## src/sv/atpr_pkg.sv

```systemverilog
// ----------------------------------------------------------------------------
// atpr_pkg
// Shared constants, types and the CORDIC angle table for the tilt block.
// ----------------------------------------------------------------------------
package atpr_pkg;

    // Number of configuration registers and their index codes.
    localparam int CFG_COUNT = 6;
    localparam int CFG_IDX_W = 3;
    typedef enum logic [CFG_IDX_W-1:0] {
        CFG_X_POS = 3'd0,
        CFG_X_NEG = 3'd1,
        CFG_Y_POS = 3'd2,
        CFG_Y_NEG = 3'd3,
        CFG_Z_POS = 3'd4,
        CFG_Z_NEG = 3'd5
    } t_cfg_idx;

    localparam int DIV_W        = 12;
    localparam int DIV_RESET    = 256;
    localparam int AXIS_W       = 16;
    localparam int ANGLE_W      = 16;
    localparam int G_FRAC_DEF   = 12;
    localparam int ANG_FRAC_DEF = 8;

    // CORDIC geometry.
    localparam int CORDIC_STEPS = 20;
    localparam int TBL_FRAC     = 16;
    // x holds up to sqrt(2)*2^15*2^8*2^8*1.65 < 2^41; y up to 2^31.
    localparam int CRD_W        = 44;
    localparam int ZACC_W       = 24;

    // Sum of two squares of 16-bit values, then shifted by 16.
    localparam int SQ_W   = 31;
    localparam int RAD_W  = SQ_W + 16;
    localparam int ROOT_W = 24;

    // atan(2^-i) in units of 2^-16 degree.
    function automatic logic [ZACC_W-1:0] atan_entry(input logic [4:0] idx);
        logic [ZACC_W-1:0] v;
        case (idx)
            5'd0:  v = 24'd2949120;
            5'd1:  v = 24'd1740967;
            5'd2:  v = 24'd919879;
            5'd3:  v = 24'd466945;
            5'd4:  v = 24'd234379;
            5'd5:  v = 24'd117304;
            5'd6:  v = 24'd58666;
            5'd7:  v = 24'd29335;
            5'd8:  v = 24'd14668;
            5'd9:  v = 24'd7334;
            5'd10: v = 24'd3667;
            5'd11: v = 24'd1833;
            5'd12: v = 24'd917;
            5'd13: v = 24'd458;
            5'd14: v = 24'd229;
            5'd15: v = 24'd115;
            5'd16: v = 24'd57;
            5'd17: v = 24'd29;
            5'd18: v = 24'd14;
            5'd19: v = 24'd7;
            default: v = '0;
        endcase
        return v;
    endfunction

endpackage

```

## src/sv/atpr_sqrt.sv

```systemverilog
// ----------------------------------------------------------------------------
// atpr_sqrt
// Pipelined integer square root of the sum of two squares, shifted by 16.
// One result bit per stage.
// ----------------------------------------------------------------------------
module atpr_sqrt
    import atpr_pkg::*;
(
    input  logic                     i_clk,
    input  logic                     i_en,
    input  logic signed [AXIS_W-1:0] i_p,
    input  logic signed [AXIS_W-1:0] i_q,
    output logic [ROOT_W-1:0]        o_root
);
    localparam int RW = RAD_W + 1;

    logic [SQ_W-1:0] r_pp, r_qq;
    logic [RW-1:0]   r_rad  [ROOT_W+1];
    logic [RW-1:0]   r_rem  [ROOT_W+1];
    logic [ROOT_W-1:0] r_res [ROOT_W+1];

    // Squares are registered before the sum.
    always_ff @(posedge i_clk) begin
        if (i_en) begin
            r_pp <= SQ_W'($unsigned((2*AXIS_W)'(i_p) * (2*AXIS_W)'(i_p)));
            r_qq <= SQ_W'($unsigned((2*AXIS_W)'(i_q) * (2*AXIS_W)'(i_q)));
            r_rad[0] <= {({1'b0, r_pp} + {1'b0, r_qq}), 16'd0};
            r_rem[0] <= '0;
            r_res[0] <= '0;
        end
    end

    // Digit-by-digit root: bring in two radicand bits per stage.
    for (genvar s = 0; s < ROOT_W; s++) begin : g_stage
        logic [RW-1:0] w_rem;
        logic [RW-1:0] w_trial;
        logic          w_ge;
        assign w_rem   = {r_rem[s][RW-3:0], r_rad[s][RW-1:RW-2]};
        assign w_trial = {r_res[s], 2'b01};
        assign w_ge    = (w_rem >= w_trial);
        always_ff @(posedge i_clk) begin
            if (i_en) begin
                r_rad[s+1] <= {r_rad[s][RW-3:0], 2'b00};
                r_rem[s+1] <= w_ge ? (w_rem - w_trial) : w_rem;
                r_res[s+1] <= {r_res[s][ROOT_W-2:0], w_ge};
            end
        end
    end

    assign o_root = r_res[ROOT_W];

endmodule

```

## config.mk

```make
export PLATFORM = sky130hd
export DESIGN_NAME = atpr_sqrt
export DESIGN_NICKNAME = d
export VERILOG_FILES = /design/src/sv/atpr_pkg.sv /design/src/sv/atpr_sqrt.sv
export SDC_FILE = /design/constraint.sdc
export NUM_CORES = 2
export LEC_CHECK = 0
export BUFFER_PORTS_ARGS = -buffer_cell sky130_fd_sc_hd__buf_2
export CAP_MARGIN = 20
export CORE_MARGIN = 5
export CORE_UTILIZATION = 60
export DETAILED_ROUTE_END_ITERATION = 12
export GPL_TIMING_DRIVEN = 0
export PLACE_DENSITY = 0.81
export SYNTH_ARGS = -nofsm -noshare
export SYNTH_HDL_FRONTEND = slang
export SYNTH_SLANG_ARGS = --single-unit
```

## constraint.sdc

```tcl
create_clock -name i_clk -period 8.31 [get_ports i_clk]
set_input_delay 0.831 -clock i_clk [delete_from_list [all_inputs] [get_ports i_clk]]
set_output_delay 0.831 -clock i_clk [all_outputs]
set_load 0.005 [all_outputs]
```

==> impl_metrics.py <==
metrics = {
    "status": {
        "outcome": "complete, no violations",
    },
    "grt": {
        "grt_pass1_vias": 64690,
        "overflow": 0,
        "antenna_found_initial": 7,
        "grt_max_degree": 191,
        "grt_pass1_wl_um": 333800,
        "grt_usage": 0.2469,
    },
    "routing": {
        "drtIter0Drc": 5168,
        "antenna_left": 0,
        "avgViaCountPerCell": 5.799,
        "wl_per_cell_um": 19.17,
        "drc": 0,
        "wl_um": 207500,
        "first_pass_iters": 8,
        "vias": 62790,
    },
    "synth": {
        "synth_edf_count": 1608,
        "syn_area_um2": 96510,
        "syn_nets": 9311,
        "muxShareOfSynthArea": 0.005821,
        "synthFlopType": "edfxtp_1",
        "async_flop_share": 0,
        "synth_top_family_by_area": "adder cells",
        "synth-simple-area-share": 0.1256,
        "syn_area_per_cell_um2": 11.63,
        "ys_types": 97,
        "synth_compound_area_frac": 0.07394,
        "synthAdderAreaFrac": 0.1629,
        "ys_seq_area_frac": 0.5003,
        "synth-seq-cells": 1608,
        "ys_warn_count": 0,
        "synthXorXnorAreaFrac": 0.08331,
        "synth_cells": 8300,
    },
    "pwr": {
        "p_sw_w": 0.01378,
        "vdd_drop_max_uv": 1067,
        "powerDensity_nw_per_um2": 342.4,
        "internal_power_w": 0.02217,
        "seq_power_share": 0.333,
        "p_clk_frac": 0.197,
        "p_leak_nw": 42.02,
        "switching_share": 0.3832,
        "pwr-share-comb": 0.470,
    },
    "clocking": {
        "clk_path_buf_depth": 3,
        "cts_tree": "built",
        "cts-buffers-inserted": 166,
        "insertion_delay_ns": 0.83,
        "cts_resized": 0,
        "cts_sinks": 1608,
        "clockRootBuffer": "clkbuf_16",
        "cts_setup_buffers": 0,
        "cts_max_level": 4,
        "cts-hold-fix-buffers": 0,
        "path_clk_slew_ns": 0.06,
    },
    "floorplan": {
        "die_w_um": 411.1,
        "die_area_um2": 169000,
        "initial_core_util": 0.6024,
        "die_h_um": 411.1,
        "core_um2": 160200,
        "ioPinCount": 58,
        "core.rowCount": 147,
    },
    "timing": {
        "finalCritPeriodShare": 0.9010,
        "relSlewSlack": 0.3194,
        "slew_viol_final": 0,
        "fin_skew_ns": 0.04253,
        "fmax_mhz": 133.6,
        "finalCriticalPeriod_ns": 7.487,
        "setup_viol_count_final": 0,
        "rsz0062_at_grt": "false",
        "worst_pin_slew_ns": 1.021,
        "hold_viol": 0,
        "setup_tns_ns": 0,
    },
    "cells_and_area": {
        "layout_common_cells": "edfxtp_1, inv_1, nand2_1, nor2_1, ha_1",
        "final_common_cell": "edfxtp_1",
        "drive_gt1_frac": 0.05400,
        "syn2layout_area_growth_pct": 8.780,
        "fin_nets": 9546,
        "fin_cells": 10830,
        "filler_cell_count": 11620,
    },
    "setup_path": {
        "arrival_ns": 8.07,
        "cp-end-kind": "flip-flop",
        "critPathLaunchType": "primary input",
        "worstPathCellList": "clkbuf_1, clkbuf_1, nand2_1, fa_1, inv_1, fa_1, fa_1, fa_1, fa_1, inv_1, fa_1, inv_1, ha_1, nand4_1, nor3_1, nand3_1, o31ai_1, or4_1, a31o_2, a21oi_1, xnor2_1",
        "reg2reg_depth": 10,
        "crit_cells": 21,
        "cp.required_ns": 8.90,
        "cp_slowest_cell": "fa_1",
        "cpMostUsedCell": "fa_1",
        "worst_path_largest_cell_delay_ns": 0.82,
        "cp_max_fo": 10,
        "crit_family": "adder cells",
        "crit_buf_inv": 5,
        "critPathKind": "primary input to flip-flop",
    },
    "placement": {
        "place_inst": 10530,
        "globalplace.congestion": 0.9368,
        "dpl.hpwl_um": 158200,
        "io_buffers": 53,
    },
    "min_path": {
        "min_path_cells": 1,
        "min_path_type": "primary input to flip-flop",
    },
    "run": {
        "drv_cap": 0,
    },
}
-- worst paths after layout --
path	from	endpoint	slack, ns
setup / recovery	i_p[5]	r_pp[29]	0.82
hold / removal	i_p[0]	r_pp[0]	0.32
setup reg to reg	r_rem[2][268]	r_rem[2][310]	3.56
hold reg to reg	r_rad[1][36]	r_rad[1][84]	0.41
-- sequential cells by signal, indices dropped and copies added, names as in the netlist --
signal and cells:
r_pp 30, r_rad 272, r_rem 976, r_res 300, r_qq 30
-- Yosys cell counts (all sizes together), types with 11 or more instances --
cell type  count  share of area
edfxtp      1608           0.50
inv         1068          0.042
nand2        590          0.023
nor2         538          0.021
ha           511          0.066
xor2         497          0.045
fa           466          0.097
xnor2        421          0.038
a21oi        343          0.018
nor3         290          0.015
o21ai        269          0.014
nor4         150          0.010
or3          132         0.0086
nand3        128         0.0067
a21o         117         0.0091
clkbuf       116         0.0045
or4          100         0.0079
o21a          85         0.0066
and2          84         0.0054
nand2b        81         0.0053
nand4         76         0.0049
or2           51         0.0033
mux2          49         0.0057
o31ai         49         0.0039
nor2b         47         0.0030
o21bai        47         0.0037
a211oi        35         0.0027
buf           32         0.0019
nand4b        26         0.0024
a31oi         25         0.0017
and3          25         0.0016
nand3b        23         0.0018
o211ai        20         0.0016
nor3b         18         0.0014
o41ai         17         0.0015
nor4b         14         0.0016
a211o         12         0.0011
a21boi        12        0.00093
o2111ai       12         0.0011
a2111oi       11         0.0010
a31o          11         0.0010
-- metrics by stage --
stage	utilization	hold WS (ns)	instance area [um^2]	setup WS [ns]	power, W
finish	0.6553	0.3226	105000	0.8231	0.03595
global route	0.6553	0.2842	105000	0.4300	0.03853
CTS	0.6552	0.2556	105000	0.9520	0.03603
detailed placement	0.6228	0.4045	99780	0.05862	0.02881
global placement	0.6209	0.4002	99480	-17.85	0.02856
floorplan	-	0.4003	96510	1.190	0.02447
-- layer usage --
metal	vias to the layer above	track usage	share of wire
met5	-	0	0.000063
met4	2	0.1003	0.043
li1	29580	-	-
met1	30760	0.2883	0.38
met3	562	0.03401	0.048
met2	1884	0.4577	0.53
-- logic make-up (layout without fill, tap and decap cells) --
group	after synthesis	after routing
adder cells (fa/ha/maj)	977	977
other	1	3
multiplexers	50	50
XOR/XNOR	918	918
AO/OA/AOI/OAI	1130	1130
buffers and inverters	1218	1584
flip-flops	1608	1608
AND/OR/NAND/NOR	2398	2398
-- power groups by stage --
stage          logic (W)  registers [W]  clock network [W]
6_report          0.0169         0.0120            0.00709
2_1_floorplan     0.0127         0.0118                  0
3_5_place_dp      0.0167         0.0121                  0
3_3_place_gp      0.0161         0.0125                  0
4_1_cts           0.0169         0.0120            0.00722
5_1_grt           0.0189         0.0121            0.00758
-- layout make-up --
| type | instances | area, um^2 | area share |
|---|---|---|---|
| antenna | 2 | 5.005 | 0.00004767 |
| buffer | 148 | 620.6 | 0.005911 |
| clock buffer | 198 | 4295 | 0.04092 |
| clock inverter | 101 | 894.6 | 0.008522 |
| inverter | 1070 | 4016 | 0.03826 |
| multi-input combinational | 5474 | 43600 | 0.4153 |
| sequential | 1608 | 48290 | 0.4600 |
| tap | 2160 | 2703 | 0.02574 |
| timing repair buffer | 67 | 564.3 | 0.005375 |
(Power assumes the default switching activity.)
