File: src/sv/atpr_pkg.sv
// ----------------------------------------------------------------------------
// atpr_pkg
// Shared constants, types and the CORDIC angle table for the tilt block.
// ----------------------------------------------------------------------------
package atpr_pkg;

    // Number of configuration registers and their index codes.
    localparam int CFG_COUNT = 6;
    localparam int CFG_IDX_W = 3;
    typedef enum logic [CFG_IDX_W-1:0] {
        CFG_X_POS = 3'd0,
        CFG_X_NEG = 3'd1,
        CFG_Y_POS = 3'd2,
        CFG_Y_NEG = 3'd3,
        CFG_Z_POS = 3'd4,
        CFG_Z_NEG = 3'd5
    } t_cfg_idx;

    localparam int DIV_W        = 12;
    localparam int DIV_RESET    = 256;
    localparam int AXIS_W       = 16;
    localparam int ANGLE_W      = 16;
    localparam int G_FRAC_DEF   = 12;
    localparam int ANG_FRAC_DEF = 8;

    // CORDIC geometry.
    localparam int CORDIC_STEPS = 20;
    localparam int TBL_FRAC     = 16;
    // x holds up to sqrt(2)*2^15*2^8*2^8*1.65 < 2^41; y up to 2^31.
    localparam int CRD_W        = 44;
    localparam int ZACC_W       = 24;

    // Sum of two squares of 16-bit values, then shifted by 16.
    localparam int SQ_W   = 31;
    localparam int RAD_W  = SQ_W + 16;
    localparam int ROOT_W = 24;

    // atan(2^-i) in units of 2^-16 degree.
    function automatic logic [ZACC_W-1:0] atan_entry(input logic [4:0] idx);
        logic [ZACC_W-1:0] v;
        case (idx)
            5'd0:  v = 24'd2949120;
            5'd1:  v = 24'd1740967;
            5'd2:  v = 24'd919879;
            5'd3:  v = 24'd466945;
            5'd4:  v = 24'd234379;
            5'd5:  v = 24'd117304;
            5'd6:  v = 24'd58666;
            5'd7:  v = 24'd29335;
            5'd8:  v = 24'd14668;
            5'd9:  v = 24'd7334;
            5'd10: v = 24'd3667;
            5'd11: v = 24'd1833;
            5'd12: v = 24'd917;
            5'd13: v = 24'd458;
            5'd14: v = 24'd229;
            5'd15: v = 24'd115;
            5'd16: v = 24'd57;
            5'd17: v = 24'd29;
            5'd18: v = 24'd14;
            5'd19: v = 24'd7;
            default: v = '0;
        endcase
        return v;
    endfunction

endpackage

File: src/sv/atpr_div.sv
// ----------------------------------------------------------------------------
// atpr_div
// Pipelined restoring divider: one quotient bit per stage, sign-magnitude,
// truncation toward zero, saturation to a signed 16-bit result.
// ----------------------------------------------------------------------------
module atpr_div
    import atpr_pkg::*;
#(
    parameter int G_FRAC_BITS = G_FRAC_DEF
) (
    input  logic                     i_clk,
    input  logic                     i_en,
    input  logic signed [AXIS_W-1:0] i_count,
    input  logic [DIV_W-1:0]         i_pos_div,
    input  logic [DIV_W-1:0]         i_neg_div,
    output logic signed [AXIS_W-1:0] o_quot
);
    // Dividend magnitude is |count| << G_FRAC_BITS.
    localparam int NUM_W = AXIS_W + G_FRAC_BITS;
    localparam int REM_W = DIV_W + 1;

    logic [NUM_W-1:0] r_num [NUM_W+1];
    logic [REM_W-1:0] r_rem [NUM_W+1];
    logic [DIV_W-1:0] r_div [NUM_W+1];
    logic             r_neg [NUM_W+1];
    logic             r_pos [NUM_W+1];
    logic             r_dz  [NUM_W+1];

    logic [AXIS_W-1:0] n_mag;
    logic [DIV_W-1:0]  n_d;

    // Select the divisor by sign and take the magnitude.
    always_comb begin
        n_d   = (i_count > 0) ? i_pos_div : i_neg_div;
        n_mag = i_count[AXIS_W-1] ? (~i_count + 1'b1) : i_count;
    end

    always_ff @(posedge i_clk) begin
        if (i_en) begin
            r_num[0] <= {n_mag, {G_FRAC_BITS{1'b0}}};
            r_rem[0] <= '0;
            r_div[0] <= n_d;
            r_neg[0] <= i_count[AXIS_W-1];
            r_pos[0] <= (i_count > 0);
            r_dz[0]  <= (n_d == '0);
        end
    end

    // One quotient bit per stage; the quotient shifts into the numerator.
    for (genvar s = 0; s < NUM_W; s++) begin : g_stage
        logic [REM_W-1:0] w_trial;
        logic             w_ge;
        assign w_trial = {r_rem[s][REM_W-2:0], r_num[s][NUM_W-1]};
        assign w_ge    = (w_trial >= {1'b0, r_div[s]});
        always_ff @(posedge i_clk) begin
            if (i_en) begin
                r_rem[s+1] <= w_ge ? (w_trial - {1'b0, r_div[s]}) : w_trial;
                r_num[s+1] <= {r_num[s][NUM_W-2:0], w_ge};
                r_div[s+1] <= r_div[s];
                r_neg[s+1] <= r_neg[s];
                r_pos[s+1] <= r_pos[s];
                r_dz[s+1]  <= r_dz[s];
            end
        end
    end

    // Sign and saturation.
    always_comb begin
        if (r_dz[NUM_W]) begin
            o_quot = r_pos[NUM_W] ? 16'sh7fff : (r_neg[NUM_W] ? -16'sh8000 : '0);
        end else if (r_neg[NUM_W]) begin
            o_quot = (r_num[NUM_W] > NUM_W'(32768)) ? -16'sh8000
                   : AXIS_W'(~r_num[NUM_W] + 1'b1);
        end else begin
            o_quot = (r_num[NUM_W] > NUM_W'(32767)) ? 16'sh7fff
                   : AXIS_W'(r_num[NUM_W]);
        end
    end

endmodule

File: config.mk
export PLATFORM = sky130hd
export DESIGN_NAME = atpr_div
export DESIGN_NICKNAME = d
export VERILOG_FILES = /design/src/sv/atpr_pkg.sv /design/src/sv/atpr_div.sv
export SDC_FILE = /design/constraint.sdc
export NUM_CORES = 2
export LEC_CHECK = 0
export BUFFER_PORTS_ARGS = -buffer_cell sky130_fd_sc_hd__buf_2
export CAP_MARGIN = 0
export CORE_AREA = 2 2 364 366
export CTS_CLUSTER_SIZE = 10
export DETAILED_ROUTE_END_ITERATION = 16
export DIE_AREA = 0 0 366 368
export PLACE_DENSITY_LB_ADDON = 0.1
export SLEW_MARGIN = 10
export SYNTH_ARGS = -nofsm -noshare
export SYNTH_HDL_FRONTEND = slang
export SYNTH_SLANG_ARGS = --single-unit
File: constraint.sdc
create_clock -name i_clk -period 2.6 [get_ports i_clk]
set_input_delay 0.26 -clock i_clk [delete_from_list [all_inputs] [get_ports i_clk]]
set_output_delay 0.26 -clock i_clk [all_outputs]
set_load 0.02 [all_outputs]
==> summary.txt <==
Finish
  – Utilization after layout: a little over half
  – Ant. Diodes: 0
  – Fraction of layout instances using a drive strength above 1: between 20% and 30%
  – Post-Layout Inst Area: 69900 um^2
  – Area Growth Syn to Fin: 19.64%
  – Finished Layout Cells: 6521
  – Final nets: a little over 5000

Place
  – Number of port buffers: 57
  – Routability Congestion: roughly 0.85
  – Post-DP Area: 63250 um^2
  – Dpl hpwl: roughly 76000 um
  – Cells after DPL: between 6000 and 7000

Synth
  – Synth Area per Inst: 14.14 um^2
  – Warnings, synthesis: 0
  – Post-synthesis cell type count: 76
  – Post-synth top flop: edfxtp_1
  – Syn_nets: about 4500
  – Compound-cell area share of the yosys netlist: between 8 and 9%
  – Register area share after synthesis: 66.26%
  – Synth area leaders: edfxtp_1, ha_1, mux2_2, inv_1, xnor2_1
  – XOR/XNOR Fraction of Synth Area: between 3 and 4%
  – Dominant combinational cell family by area after synthesis: compound AO/OA/AOI/OAI gates
  – Synth top cells by count: edfxtp_1, inv_1, ha_1, nor2_1, a21oi_1
  – Post-synth EDFFs: 1289
  – Cell Area, Synth: 58420 um^2
  – Synth top area share: about two thirds
  – Adder-Cell Fraction of Synth Area: 7.894%
  – Simple-gate portion of the synthesized area: between 6 and 7%
  – Cell taking the most area after synthesis: edfxtp_1
  – Most common cell in the synthesized netlist: edfxtp_1
  – Post-synthesis mux area share: about 4.5%
  – Async set-reset flop share out of synthesis: 0%
  – Mapped Cells: between 4000 and 5000
  – Seq cells post-synth: 1289

Timing
  – RSZ-0062 raised after global routing: true
  – Final count of negative-setup-slack endpoints: 66
  – Min Clock Period, post-route: approximately 3.1 ns
  – Slew margin rel.: about 44%
  – Final worst slack: -0.5275 ns
  – Final slew viol count: 0
  – F_max: 319.7 MHz
  – WHS: 0.04767 ns
  – Tcrit/Tclk final: 120.3%
  – Final hold vios: 0
  – Least-Margin Pin Slew: roughly 0.82 ns
  – Final clock skew: around 0.023 ns

Global route
  – First-pass GRT wire length: 174500 um
  – Initial antenna violation count: 0
  – Vias in the first global route: ~33000
  – GRT Util Overall: roughly 16%
  – Gr ovfl total: 0
  – Largest net degree at the start of global routing: 100

Pwr
  – Peak supply drop: between 0.0005 and 0.0006 V
  – Static Leak: around 27 nW
  – Power, Total: 77.08 mW
  – Pwr/cell area: around 1100 nW/um^2

Run
  – Max-Cap Viols: 0

Floorplanning
  – Die X: ~370 um
  – DIE AREA: 134700 um^2
  – IO Pins: 58
  – Starting Density: between 40% and 50%
  – Rows: roughly 130
  – Core area: 130800 um^2
  – Die Y: around 370 um

Clocking
  – CTS buffer count: roughly 150
  – Clock transition at path regs: 0.05 ns
  – H-tree levels: 4
  – Worst-Skew Late Latency: approximately 0.77 ns
  – CTS sink cnt: between 1000 and 1500
  – Clock Path Buffers: 3
  – Clk root buf: clkbuf_16
  – CTS tree: built

Drt
  – DRT Pass-1 Iters: 5
  – Wire per inst: about 17 um
  – WL final: 111300 um
  – Remaining routing DRC violations: 0
  – Detail Route Antenna Nets: 0
  – DR iter-0 viols: between 2000 and 2500
  – Total number of vias: roughly 33000
  – Vias/cell: ~5.1

Critical path
  – Setup Crit Path Kind: flop to output port
  – Worst Path Arrival: 2.87 ns
  – Endpoint type of the worst setup path: output port
  – CP Launch Type: flop
  – Critical Path RT: approximately 2.3 ns
  – Crit Path Max Fanout: 4

Run status
  – Failing checks: setup timing
  – Status: finished, violations left

Min path
  – Type of the most critical hold path: primary input to flop
## kinds of logic after synthesis
logic type               after synthesis
AND/OR/NAND/NOR                      811
multiplexers                         236
buffers and inverters                463
adder cells (fa/ha/maj)              353
flip-flops                          1289
XOR/XNOR                             215
AO/OA/AOI/OAI                        764
## path summary, 6_finish.rpt
| check | end | depth (start not counted) | slack, ns | start |
|---|---|---|---|---|
| hold / removal | r_num[0][20] | 2 | 0.05 | i_count[8] |
| setup / recovery | o_quot[13] | 7 | -0.53 | r_num[1][341] |
| setup reg to reg | r_rem[2][6] | 9 | -0.13 | r_rem[1][39] |
| hold reg to reg | r_num[1][213] | 0 | 0.41 | r_num[1][184] |
## worst max-delay path: stages (launching register included)
cell and delay [ns]:
edfxtp_1 0.39, or3_4 0.44, or3_4 0.38, nor4b_4 0.28, a21boi_1 0.11, o22ai_1 0.24, o21ai_1 0.11, buf_4 0.18
## registers in the layout (all words and copies together), names as in the netlist
register and flops:
r_rem 324, r_div 336, r_pos 29, r_dz 29
r_num 542, r_neg 29
## timing repair
item / 4_1_cts / 5_1_grt
pin swaps: 31 / 90
hold endpoints to repair: 51 / 5
gates cloned: 0 / 4
endpoints found under the setup margin: 113 / 255
hold buffers: 51 / 5
setup buffers: 20 / 55
gates resized for setup: 62 / 267
## power by group
group	internal, mW	switching, mW	leakage [nW]
sequential	28.3	2.08	12.6
combinational	14.6	13.6	12.5
clock	10.8	7.68	2.04
## stage by stage
stage,setup slack (ns),TNS (ns)
finish,-0.5275,-9.513
floorplan,0.01021,0
CTS,-0.5513,-10.18
global route,-0.6373,-19.87
detailed placement,-0.1356,-5.177
global placement,-0.1137,-3.233
## layout by cell type (no fill, tap or decap), types with 29 or more instances in the layout
cell type / instances
a21o_1: 45
a21oi_1: 198
buf_2: 42
buf_4: 336
clkbuf_16: 160
dlygate4sd3_1: 49
edfxtp_1: 1289
ha_1: 303
inv_1: 398
mux2_2: 135
mux2_4: 57
mux2i_1: 41
nand2_1: 187
nand2b_1: 32
nand3_1: 54
nand4_1: 29
nor2_1: 224
nor2b_1: 38
nor3_1: 65
o21a_1: 73
o21ai_0: 164
xnor2_1: 148
xor2_1: 67
## cell type report
| class | instances | area [um^2] |
|---|---|---|
| Timing Repair Buffer | 479 | 4063 |
| Sequential cell | 1289 | 38710 |
| Inverter | 414 | 1554 |
| Clock inverter | 24 | 167.7 |
| Tap cell | 1755 | 2196 |
| Fill cell | 10950 | 60900 |
| Clock buffer | 180 | 4015 |
| Multi-Input combinational cell | 2380 | 19190 |
## layer usage
metal  routed length, um  global-route usage, %  vias to the layer above
li1                    -                      -                    16570
met2               52860                  26.62                      492
met1               51760                  21.82                    15970
met4                2908                  5.603                        0
met5                   0                      0                        -
met3                3767                  2.950                      181
Power figures use the tool's default switching activity.
